[src/sgce_pkg.sv]
// shared types, constants and corner tables for the grid cell to elements block
package sgce_pkg;

  localparam int unsigned AXIS_W = 10;
  localparam int unsigned NODE_W = 30;
  localparam int unsigned ID_W = 33;
  localparam int unsigned TYPE_W = 3;
  localparam int unsigned TETS_PER_CELL = 5;
  localparam int unsigned QUEUE_DEPTH = 4;
  localparam int unsigned QUEUE_PTR_W = $clog2(QUEUE_DEPTH);

  localparam logic [TYPE_W-1:0] TYPE_TET = 3'd4;
  localparam logic [TYPE_W-1:0] TYPE_HEX = 3'd5;
  localparam logic [2:0] LAST_TET = 3'(TETS_PER_CELL - 1);

  typedef enum logic [1:0] {
    CFG_CELLS_X  = 2'd0,
    CFG_CELLS_Y  = 2'd1,
    CFG_CELLS_Z  = 2'd2,
    CFG_HEX_MODE = 2'd3
  } cfg_index_t;

  typedef struct packed {
    logic [AXIS_W-1:0] cells_x;
    logic [AXIS_W-1:0] cells_y;
    logic [AXIS_W-1:0] cells_z;
    logic              hex_mode;
  } cfg_t;

  typedef struct packed {
    logic [AXIS_W-1:0] cell_x;
    logic [AXIS_W-1:0] cell_y;
    logic [AXIS_W-1:0] cell_z;
  } in_item_t;

  typedef struct packed {
    logic [ID_W-1:0]   element_id;
    logic [TYPE_W-1:0] element_type;
    logic [NODE_W-1:0] corner_0;
    logic [NODE_W-1:0] corner_1;
    logic [NODE_W-1:0] corner_2;
    logic [NODE_W-1:0] corner_3;
    logic [NODE_W-1:0] corner_4;
    logic [NODE_W-1:0] corner_5;
    logic [NODE_W-1:0] corner_6;
    logic [NODE_W-1:0] corner_7;
    logic              last_of_cell;
    logic              out_of_range;
  } out_item_t;

  typedef struct packed {
    logic [7:0][NODE_W-1:0] corners;
    logic [ID_W-1:0]        id_base;
    logic                   odd;
    logic                   hex;
    logic                   oor;
  } cell_entry_t;

  typedef struct packed {
    logic empty;
    logic full;
  } queue_status_t;

  localparam logic [2:0] TET_EVEN [TETS_PER_CELL][4] = '{
    '{3'd0, 3'd1, 3'd2, 3'd5},
    '{3'd0, 3'd2, 3'd3, 3'd7},
    '{3'd0, 3'd4, 3'd5, 3'd7},
    '{3'd2, 3'd5, 3'd6, 3'd7},
    '{3'd0, 3'd2, 3'd5, 3'd7}
  };

  localparam logic [2:0] TET_ODD [TETS_PER_CELL][4] = '{
    '{3'd0, 3'd1, 3'd3, 3'd4},
    '{3'd1, 3'd2, 3'd3, 3'd6},
    '{3'd1, 3'd4, 3'd5, 3'd6},
    '{3'd3, 3'd4, 3'd6, 3'd7},
    '{3'd1, 3'd3, 3'd4, 3'd6}
  };

  function automatic logic [2:0] tet_corner(input logic odd, input logic [2:0] k,
                                            input logic [1:0] j);
    logic [2:0] sel;
    if (odd) begin
      sel = TET_ODD[k][j];
    end else begin
      sel = TET_EVEN[k][j];
    end
    return sel;
  endfunction

endpackage

[src/sgce_front.sv]
// front end: request intake, range check, parity and corner node arithmetic
module sgce_front (
  input  logic                     clk,
  input  logic                     rst,
  input  sgce_pkg::cfg_t           cfg,
  input  logic                     in_valid,
  output logic                     in_stall,
  input  sgce_pkg::in_item_t       in_data,
  output logic                     push,
  output sgce_pkg::cell_entry_t    push_data,
  input  sgce_pkg::queue_status_t  qstat
);

  logic                  v1, v2, v3;
  logic                  rdy1, rdy2, rdy3;
  sgce_pkg::in_item_t    s1;

  logic [9:0]            s2_x, s2_y;
  logic [20:0]           s2_p, s2_s;
  logic [19:0]           s2_q;
  logic                  s2_oor, s2_odd;

  logic [29:0]           s3_v0;
  logic [30:0]           s3_l;
  logic [20:0]           s3_s;
  logic                  s3_oor, s3_odd, s3_hex;

  logic [10:0]           nxp1, nyp1;
  logic [20:0]           r, q;
  logic [29:0]           v4, nxp1_w;
  logic [32:0]           l_w;

  assign nxp1 = {1'b0, cfg.cells_x} + 11'd1;
  assign nyp1 = {1'b0, cfg.cells_y} + 11'd1;

  assign rdy3 = !v3 || !qstat.full;
  assign rdy2 = !v2 || rdy3;
  assign rdy1 = !v1 || rdy2;
  assign in_stall = !rdy1;

  always_ff @(posedge clk) begin
    if (rst) begin
      v1 <= 1'b0;
      v2 <= 1'b0;
      v3 <= 1'b0;
    end else begin
      if (rdy1) v1 <= in_valid;
      if (rdy2) v2 <= v1;
      if (rdy3) v3 <= v2;
    end
  end

  // stage 1: request register
  always_ff @(posedge clk) begin
    if (rdy1 && in_valid) s1 <= in_data;
  end

  // stage 2: products of the cell counts, range check and parity
  always_ff @(posedge clk) begin
    if (rdy2 && v1) begin
      s2_x   <= s1.cell_x;
      s2_y   <= s1.cell_y;
      s2_p   <= {10'd0, nyp1} * {11'd0, s1.cell_z};
      s2_q   <= {10'd0, cfg.cells_y} * {10'd0, s1.cell_z};
      s2_s   <= {10'd0, nxp1} * {10'd0, nyp1};
      s2_oor <= (s1.cell_x >= cfg.cells_x) || (s1.cell_y >= cfg.cells_y) ||
                (s1.cell_z >= cfg.cells_z);
      s2_odd <= s1.cell_x[0] ^ s1.cell_y[0] ^ s1.cell_z[0];
    end
  end

  assign r = {11'd0, s2_y} + s2_p;
  assign q = {11'd0, s2_y} + {1'b0, s2_q};

  // stage 3: first corner node and linear cell index
  always_ff @(posedge clk) begin
    if (rdy3 && v2) begin
      s3_v0  <= ({19'd0, nxp1} * {9'd0, r}) + {20'd0, s2_x};
      s3_l   <= ({21'd0, cfg.cells_x} * {10'd0, q}) + {21'd0, s2_x};
      s3_s   <= s2_s;
      s3_oor <= s2_oor;
      s3_odd <= s2_odd;
      s3_hex <= cfg.hex_mode;
    end
  end

  assign nxp1_w = {19'd0, nxp1};
  assign v4     = s3_v0 + {9'd0, s3_s};
  assign l_w    = {2'd0, s3_l};

  always_comb begin
    push_data.corners[0] = s3_v0;
    push_data.corners[1] = s3_v0 + 30'd1;
    push_data.corners[2] = s3_v0 + nxp1_w + 30'd1;
    push_data.corners[3] = s3_v0 + nxp1_w;
    push_data.corners[4] = v4;
    push_data.corners[5] = v4 + 30'd1;
    push_data.corners[6] = v4 + nxp1_w + 30'd1;
    push_data.corners[7] = v4 + nxp1_w;
    push_data.id_base    = s3_hex ? l_w : ({l_w[30:0], 2'b00} + l_w);
    push_data.odd        = s3_odd;
    push_data.hex        = s3_hex;
    push_data.oor        = s3_oor;
  end

  assign push = v3 && !qstat.full;

endmodule

[src/sgce_queue.sv]
// short queue of classified cells between front and back ends
module sgce_queue (
  input  logic                     clk,
  input  logic                     rst,
  input  logic                     push,
  input  sgce_pkg::cell_entry_t    push_data,
  input  logic                     pop,
  output sgce_pkg::cell_entry_t    head,
  output sgce_pkg::queue_status_t  qstat
);

  sgce_pkg::cell_entry_t                entries [sgce_pkg::QUEUE_DEPTH];
  logic [sgce_pkg::QUEUE_PTR_W-1:0]     wr_ptr, rd_ptr;
  logic [sgce_pkg::QUEUE_PTR_W:0]       count;

  assign qstat.empty = (count == '0);
  assign qstat.full  = (count == (sgce_pkg::QUEUE_PTR_W+1)'(sgce_pkg::QUEUE_DEPTH));
  assign head        = entries[rd_ptr];

  always_ff @(posedge clk) begin
    if (push) entries[wr_ptr] <= push_data;
  end

  always_ff @(posedge clk) begin
    if (rst) begin
      wr_ptr <= '0;
      rd_ptr <= '0;
      count  <= '0;
    end else begin
      if (push) wr_ptr <= wr_ptr + 1'b1;
      if (pop) rd_ptr <= rd_ptr + 1'b1;
      case ({push, pop})
        2'b10:   count <= count + 1'b1;
        2'b01:   count <= count - 1'b1;
        default: count <= count;
      endcase
    end
  end

endmodule

[src/sgce_back.sv]
// back end: expands one queued cell into its element results
module sgce_back (
  input  logic                     clk,
  input  logic                     rst,
  input  sgce_pkg::cell_entry_t    head,
  input  sgce_pkg::queue_status_t  qstat,
  output logic                     pop,
  output logic                     out_valid,
  input  logic                     out_stall,
  output sgce_pkg::out_item_t      out_data
);

  logic [2:0]           k;
  logic                 load, last;
  sgce_pkg::out_item_t  res;

  assign load = !qstat.empty && (!out_valid || !out_stall);
  assign last = head.oor || head.hex || (k == sgce_pkg::LAST_TET);
  assign pop  = load && last;

  always_comb begin
    res = '0;
    res.last_of_cell = last;
    if (head.oor) begin
      res.element_type = head.hex ? sgce_pkg::TYPE_HEX : sgce_pkg::TYPE_TET;
      res.out_of_range = 1'b1;
    end else if (head.hex) begin
      res.element_id   = head.id_base;
      res.element_type = sgce_pkg::TYPE_HEX;
      res.corner_0     = head.corners[0];
      res.corner_1     = head.corners[1];
      res.corner_2     = head.corners[2];
      res.corner_3     = head.corners[3];
      res.corner_4     = head.corners[4];
      res.corner_5     = head.corners[5];
      res.corner_6     = head.corners[6];
      res.corner_7     = head.corners[7];
    end else begin
      res.element_id   = head.id_base + {30'd0, k};
      res.element_type = sgce_pkg::TYPE_TET;
      res.corner_0     = head.corners[sgce_pkg::tet_corner(head.odd, k, 2'd0)];
      res.corner_1     = head.corners[sgce_pkg::tet_corner(head.odd, k, 2'd1)];
      res.corner_2     = head.corners[sgce_pkg::tet_corner(head.odd, k, 2'd2)];
      res.corner_3     = head.corners[sgce_pkg::tet_corner(head.odd, k, 2'd3)];
    end
  end

  always_ff @(posedge clk) begin
    if (rst) begin
      k         <= '0;
      out_valid <= 1'b0;
    end else begin
      if (load) begin
        k         <= last ? 3'd0 : k + 3'd1;
        out_valid <= 1'b1;
      end else if (!out_stall) begin
        out_valid <= 1'b0;
      end
    end
  end

  always_ff @(posedge clk) begin
    if (load) out_data <= res;
  end

  a_k_bound: assert property (@(posedge clk) disable iff (rst)
    k <= sgce_pkg::LAST_TET)
    else $error("element counter past last tetrahedron");

  a_k_advance: assert property (@(posedge clk) disable iff (rst)
    load && !last |=> k != 3'd0)
    else $error("element counter did not advance within a cell");

  a_hold: assert property (@(posedge clk) disable iff (rst)
    out_valid && out_stall |=> out_valid && $stable(out_data))
    else $error("stalled result changed");

  a_no_pop_empty: assert property (@(posedge clk) disable iff (rst)
    qstat.empty |-> !pop)
    else $error("pop from empty queue");

endmodule

[src/structured_grid_cell_to_elements_core.sv]
// top level: configuration registers, front end, queue and back end
// path to first result: request, product and corner registers, queue, output register
// throughput: one result per cycle while out_stall is low; a tetrahedron cell gives
//   five, a hexahedron or out of range cell one, through the single output register
// a 4-entry cell queue lets intake continue while results drain
// reset: synchronous, clears pipeline valids, queue and counter; grid 1x1x1, tetrahedra
module structured_grid_cell_to_elements_core (
  input  logic                 clk,
  input  logic                 rst,
  input  logic                 cfg_write,
  input  logic [1:0]           cfg_index,
  input  logic [9:0]           cfg_data,
  input  logic                 in_valid,
  output logic                 in_stall,
  input  sgce_pkg::in_item_t   in_data,
  output logic                 out_valid,
  input  logic                 out_stall,
  output sgce_pkg::out_item_t  out_data
);

  sgce_pkg::cfg_t           cfg;
  sgce_pkg::cell_entry_t    push_data, head;
  sgce_pkg::queue_status_t  qstat;
  logic                     push, pop;

  always_ff @(posedge clk) begin
    if (rst) begin
      cfg.cells_x  <= 10'd1;
      cfg.cells_y  <= 10'd1;
      cfg.cells_z  <= 10'd1;
      cfg.hex_mode <= 1'b0;
    end else if (cfg_write) begin
      case (cfg_index)
        sgce_pkg::CFG_CELLS_X:  cfg.cells_x  <= cfg_data;
        sgce_pkg::CFG_CELLS_Y:  cfg.cells_y  <= cfg_data;
        sgce_pkg::CFG_CELLS_Z:  cfg.cells_z  <= cfg_data;
        sgce_pkg::CFG_HEX_MODE: cfg.hex_mode <= cfg_data[0];
        default:                cfg          <= cfg;
      endcase
    end
  end

  sgce_front u_front (
    .clk       (clk),
    .rst       (rst),
    .cfg       (cfg),
    .in_valid  (in_valid),
    .in_stall  (in_stall),
    .in_data   (in_data),
    .push      (push),
    .push_data (push_data),
    .qstat     (qstat)
  );

  sgce_queue u_queue (
    .clk       (clk),
    .rst       (rst),
    .push      (push),
    .push_data (push_data),
    .pop       (pop),
    .head      (head),
    .qstat     (qstat)
  );

  sgce_back u_back (
    .clk       (clk),
    .rst       (rst),
    .head      (head),
    .qstat     (qstat),
    .pop       (pop),
    .out_valid (out_valid),
    .out_stall (out_stall),
    .out_data  (out_data)
  );

endmodule

[config.mk]
export PLATFORM = sky130hd
export DESIGN_NAME = structured_grid_cell_to_elements_core
export DESIGN_NICKNAME = d
export VERILOG_FILES = /design/src/sgce_pkg.sv /design/src/sgce_front.sv /design/src/sgce_queue.sv /design/src/sgce_back.sv /design/src/structured_grid_cell_to_elements_core.sv
export SDC_FILE = /design/constraint.sdc
export NUM_CORES = 2
export LEC_CHECK = 0
export ABC_AREA = 1
export BUFFER_PORTS_ARGS = -buffer_cell sky130_fd_sc_hd__buf_4
export CAP_MARGIN = 25
export CORE_UTILIZATION = 58
export CTS_BUF_LIST = sky130_fd_sc_hd__clkbuf_16
export DETAILED_ROUTE_END_ITERATION = 10
export PLACE_DENSITY = 0.77
export SYNTH_ARGS = -nofsm -noshare
export SYNTH_HDL_FRONTEND = slang
export SYNTH_SLANG_ARGS = --single-unit
[constraint.sdc]
create_clock -name clk -period 45.6 [get_ports clk]
set_input_delay 9.12 -clock clk [delete_from_list [all_inputs] [get_ports clk]]
set_output_delay 9.12 -clock clk [all_outputs]
set_load 0.1 [all_outputs]
* Word level (Yosys, flattened, before mapping)
Memory sizes are Yosys's and may differ from the RTL's. A register that Yosys moved wholly into a read port is not among the register bits.
Cells that the tools add are included.
** Cells by class
- Equal/unequal tests :: 8
- Reduce and logical (&&, ||, !) cells :: 30
- Bitwise operators :: 4
- Multiplexer cells :: 37
- Magnitude comparators :: 8
- Multiply operators :: 5
- Add/sub/neg operators :: 20
** Operators with widths (count)
- 30-bit binary-select mux with 3-bit select :: 4
- 156-bit two-way mux :: 1
- 30-bit by 1-bit adder with 30-bit output (second input constant) :: 4
- 30-bit two-way mux :: 4
- 30-bit by 11-bit adder with 30-bit output :: 2
- 12-bit two-way mux :: 4
- 3-bit two-way mux :: 14
- 33-bit by 3-bit adder with 33-bit output :: 1
- 33-bit by 31-bit adder with 33-bit output :: 1
- 33-bit two-way mux :: 1
- 31-bit by 10-bit adder with 31-bit output :: 1
- 10-bit by 21-bit multiplier with 31-bit output :: 1
- 30-bit by 10-bit adder with 30-bit output :: 1
- 30-bit by 21-bit adder with 30-bit output :: 1
- 10-bit >= comparator :: 3
- 11-bit by 21-bit multiplier with 30-bit output :: 1
- 10-bit by 1-bit adder with 11-bit output (second input constant) :: 2
- 10-bit by 20-bit adder with 21-bit output :: 1
- 10-bit by 21-bit adder with 21-bit output :: 1
- 11-bit by 10-bit multiplier with 21-bit output :: 1
- 11-bit by 11-bit multiplier with 21-bit output :: 1
- 10-bit by 10-bit multiplier with 20-bit output :: 1
- 3-bit by 4-bit less-than comparator with 1-bit output (second input constant) :: 4
- 1-bit logical NOT :: 8
- other kinds (21) :: 49
** Word-level totals
- Memory bits (writable) :: 1104
- Word-level logic and storage cells :: 155
- Bits in read-only memories :: 192
- Register bits after elaboration :: 522
- Input bits :: 47
- Output and inout port bits :: 280
- Memories kept :: 3
** Memory list
- u_queue.entries :: words 4, width 276, read ports 1, clocked after Yosys merged registers in 1, wr ports 1, RTL line sgce_queue.sv:12 : sgce_pkg::cell_entry_t entries [sgce_pkg::QUEUE_DEPTH];
- (no name shown) :: words 8, width 12, read ports 1, clocked after Yosys merged registers in 0, wr ports 0, RTL line sgce_pkg.sv:84 : sel = TET_ODD[k][j];
- (no name shown) :: words 8, width 12, read ports 1, clocked after Yosys merged registers in 0, wr ports 0, RTL line sgce_pkg.sv:86 : sel = TET_EVEN[k][j];

* Depth between registers and ports, before layout
- Word-level depth :: 11
- Depth in mapped cells :: 38
- Depth with buffers taken out :: 38

* By module
A second synthesis with hierarchy kept.
** Second synthesis, totals
- Cells, all modules :: 10858
- Area, all modules :: 102605.9 µm²
** By module, submodules not included
- sgce_front :: cells an instance 5384, seq. area each 6035.8 µm², times used 1, area each 41893.9 µm²
- sgce_queue :: cells an instance 2727, seq. area each 33332.0 µm², times used 1, area each 40946.8 µm²
- sgce_back :: cells an instance 2549, seq. area each 8368.0 µm², times used 1, area each 18428.9 µm²
- structured_grid_cell_to_elements_core :: cells an instance 198, seq. area each 620.6 µm², times used 1, area each 1336.3 µm²

* Worst setup path after synthesis
No wires, ideal clock.
- Path kind :: input port to flip-flop
- From :: in out_stall
- To :: reg u_queue.count[2] (netlist bit)
- Stages :: 12
- Setup slack :: 20693 ps
- Required time :: 45478 ps
- Setup time :: 122 ps
- Buffers on the path :: 0
- Arrival time :: 24785 ps
- Cell sequence :: nand2_1 inv_1 a21oi_1 nand2_1 inv_1 ha_1 inv_1 fa_1 a21oi_1 o21ai_0 o21ai_0 a21oi_1
** Between the ends
- Cells in the longest elaborated chain, start to end :: 6
- Elaborated cells on any way between the ends :: 8
- Those cells by class :: eq/ne (2); mux (1); reduce/logical (5)
** RTL lines
- start: declaration :: RTL line structured_grid_cell_to_elements_core.sv:17 : input logic out_stall,
- 1-bit logical NOT * :: RTL line sgce_back.sv:17 : assign load = !qstat.empty && (!out_valid || !out_stall);
- 1-bit logical OR * :: RTL line sgce_back.sv:17
- 1-bit logical AND * :: RTL line sgce_back.sv:17
- net u_back.load :: RTL line sgce_back.sv:14 : logic load, last;
- 1-bit logical AND * :: RTL line sgce_back.sv:19 : assign pop = load && last;
- net pop :: RTL line structured_grid_cell_to_elements_core.sv:24 : logic push, pop;
- 2-bit by 1-bit == test with 1-bit output / 2-bit == test (equally long branches) :: RTL line sgce_queue.sv:32 : case ({push, pop})
- 3-bit one-hot mux with 2 select lines / 2-bit nonzero test (equally long branches)
- end signal: assignment :: RTL line sgce_queue.sv:33 : 2'b10: count <= count + 1'b1;
- end signal: assignment :: RTL line sgce_queue.sv:34 : 2'b01: count <= count - 1'b1;
- end signal: assignment :: RTL line sgce_queue.sv:35 : default: count <= count;
- end: declaration :: RTL line sgce_queue.sv:14 : logic [sgce_pkg::QUEUE_PTR_W:0] count;
The timed path passes the listed nets; every way through them passes the cells marked *.
A chain may end at the register's enable or synchronous reset.

* Final worst setup path
- From :: in out_stall
- To :: reg, netlist name u_back.out_data[79]
** Between the ends
- Cells in the longest elaborated chain, start to end :: 3
** RTL lines (RTL line)
- 1-bit logical NOT :: sgce_back.sv:17
- 1-bit logical OR :: sgce_back.sv:17
- 1-bit logical AND :: sgce_back.sv:17
- net u_back.load :: sgce_back.sv:14
The timed path passes the listed nets, and every way through them passes these cells.

==> flow_summary.ini <==
[outcome]
status = finished, final reports clean

[routing]
vias = 78851
dr.pass1.iters = 7
drt_wl_total_mm = 303
drc = 0
first_iter_violations = 11327
vias_per_cell = 6.09
post_drt_wl_per_cell_um = 23.4
drtAntennaViolNets = 0

[critical_path]
worstSetupPathType = in -> reg
path_cells = buf_4, nand2_1, inv_1, a21oi_4, buf_4, buf_4, buf_4, buf_4, buf_16
path_common_cell = buf_4
critPathCaptureType = flop
crit_slowest_cell = buf_4
arrival_ps = 12620
critPathMaxStageDelay_ps = 820
cp_max_fo = 76
cp-start-kind = primary input
cp_num_buf_inv = 7
path_delay_family = buffers and inverters
worstPathRequired_ps = 46110

[global_routing]
grt_pass1_vias = 74519
track_usage_pct = 34.3
grt_pass1_wl_mm = 451
grt_max_degree = 165
antenna_found_initial = 8
grt-ovfl-total = 0

[sta]
grt_setup_unrepaired = false
finalCritPeriodShare_pct = 26.5
slew_headroom_pct = 3.97
worstMarginPinSlew_ps = 1440
setup_violations = 0
hold_violations = 0
fmax_mhz = 82.6
worst_slack_ps = 33500
skew_ps = 50.8
final.setup.tns_ps = 0
slew_violations = 0
holdWs_ps = 407
fin_crit_ps = 12100

[final_layout]
area_growth_syn_to_layout_pct = 9.97
final_util_pct = 64.5
finalNonFillerCells = 12942
drive_above_1_share_pct = 8.26
nets = 11561

[clock_network]
clock_latency_ps = 860
cts_made_buffers = 164
cts_max_level = 4
cts.sink_count = 1626
cts_tree = done
clk_pin_slew_ps = 60
postCtsSetupBuffers = 0
cts-root-buf = clkbuf_16
ctsResizeCount = 0
hold_buffers = 0
cts_max_path_buffers = 3

[placement]
pre_cts_slack_ps = 32470
port-buffer-count = 324
dp.cells = 12633
hpwl_mm = 220
globalplace.congestion = 0.995

[die]
die_y_um = 419
fp-row-count = 152
dieArea_mm2 = 0.176
die_x_um = 419
initial_core_util_pct = 58.6
coreArea_mm2 = 0.172
ioPinCount = 327

[yosys]
synth_cell_types = 69
syn_avg_cell_area_um2 = 9.77
synth_top_area_cell = edfxtp_1
synth_cells = 10341
yosysWarningCount = 0
syn_area_mm2 = 0.101
synthArstFlopShare_pct = 0
synth-edff-count = 1579
ys_ff_latch = 1626
yosys-top-cells-area = edfxtp_1, fa_1, nand2_1
syn_nets = 11409
seq_area_frac_synth_pct = 47.9
synth.top_cell.area_share_pct = 46.9
synth_flop_cell = edfxtp_1

[pwr]
power_leakage_nw = 47.1
ir_worst_vdd_mv = 0.0596
powerDensity_mw_per_mm2 = 66.1

[flow_run]
cap_viol_max_count = 0

[worst_hold_path]
hp-class = reg -> reg
[kinds of logic (layout without fill, tap and decap cells)]
| group | Yosys count | count (layout) | synth area share [%] |
|---|---|---|---|
| xor+xnor | 263 | 263 | 2.31 |
| fa+ha+maj | 1021 | 1021 | 16.8 |
| simple gates | 3581 | 3581 | 14.5 |
| buf+inv | 1957 | 2242 | 7.39 |
| compound gates | 1891 | 1891 | 11.2 |
| other cells | 2 | 8 | 0.00743 |
| flops | 1626 | 1626 | 47.9 |
[area by class of cell]
class	instances	area, um^2
Clock inverter	135	1340
Inverter	1501	5670
Multi-Input combinational cell	6758	45300
Clock buffer	164	4100
Antenna cell	6	15.0
Timing Repair Buffer	442	3420
Fill cell	13476	61200
Sequential cell	1626	48400
Tap cell	2310	2890
[worst register-to-register path, delay by kind of cell (launching register included)]
family          cells  cell delay [ps]
buf+inv             7             1600
flops               1              320
compound gates      8             1390
fa+ha+maj           7             2980
simple gates       11             1890
[cell usage after synthesis (all sizes together), types with 10 or more instances]
master  instances
o21a           17
o221ai         56
a211oi         41
o21bai         11
nand3         256
nor3           72
o311ai         16
o32ai          20
a32o           49
o21ai         637
nor4           10
a31oi          15
dfxtp          47
a21o           13
xnor2          62
clkbuf        349
o22ai          39
nand2        2166
nand4          75
xor2          200
buf           107
inv          1487
ha            463
fa            558
clkinv         14
a32oi         199
a21boi         15
or2            34
o31ai          14
edfxtp       1579
nor2          951
a21oi         698
o211ai         41
[state kept, by name (all words and copies together) (netlist names), 2 cells and up, named ones only]
signal           flops
u_queue.count        3
u_front.s2_x        10
u_front.s2_p        21
u_front.s3_s        21
u_queue.wr_ptr       2
u_queue.rd_ptr       2
u_queue.entries   1104
u_front.s3_l        31
cfg                 31
u_back.out_data    276
u_front.s2_q        20
u_front.s2_y        10
u_front.s3_v0       30
u_front.s2_s        21
u_back.k             3
u_front.s1          30
[worst paths after layout]
path                                   start                                end  slack, ps  depth (start not counted)
setup / recovery                   out_stall  u_back.out_data[79]$_SDFFCE_PP0P_      33500                          9
hold / removal    u_front.s2_s[10]$_DFFE_PP_         u_front.s3_s[10]$_DFFE_PP_        410                          0
setup reg to reg        cfg[11]$_SDFFE_PP1P_         u_front.s2_s[19]$_DFFE_PP_      37180                         33
hold reg to reg   u_front.s2_s[10]$_DFFE_PP_         u_front.s3_s[10]$_DFFE_PP_        410                          0
[where the power goes]
| part | leakage (nW) | internal [mW] | total [mW] | switching, mW |
|---|---|---|---|---|
| registers | 14.9 | 2.07 | 2.18 | 0.110 |
| logic | 29.4 | 0.886 | 3.80 | 2.92 |
| clock network | 2.75 | 0.761 | 1.36 | 0.596 |
[cells in the final DEF, fill, tap and decap left out, drive strengths merged, types with 6 or more instances in the layout]
master	netlist	layout
a21oi	698	698
inv	1487	1529
and2	7	7
o21ai	637	637
or2	34	34
dfxtp	47	47
a32o	49	49
o21a	17	17
buf	107	441
o211ai	41	41
clkinvlp	0	8
nor4	10	10
a21o	13	13
o221ai	56	56
clkbuf	349	165
xnor2	62	62
nand3b	6	6
edfxtp	1579	1579
diode	0	6
o21bai	11	11
nor3	72	72
o22ai	39	39
o31ai	14	14
clkinv	14	82
a32oi	199	199
nand4	75	75
nor2	951	951
a31oi	15	15
nand2	2166	2166
o32ai	20	20
xor2	200	200
fa	558	558
bufinv	0	17
ha	463	463
o311ai	16	16
a21boi	15	15
nand3	256	256
a211oi	41	41
[routing by layer]
layer	up-vias	part of all wire, %	track usage (%)
li1	34998	-	-
met5	-	0.019	0
met3	869	12	7.26
met1	37918	38	47.2
met4	8	6.3	19.0
met2	5058	43	50.9
[through the flow]
step | power (mW) | area, um^2
finish | 7.34 | 111000
floorplan | 4.95 | 101000
global route | 7.65 | 111000
detailed placement | 5.91 | 106000
CTS | 7.26 | 111000
global placement | 5.81 | 106000
No activity file was read; power rests on OpenSTA's default activity.
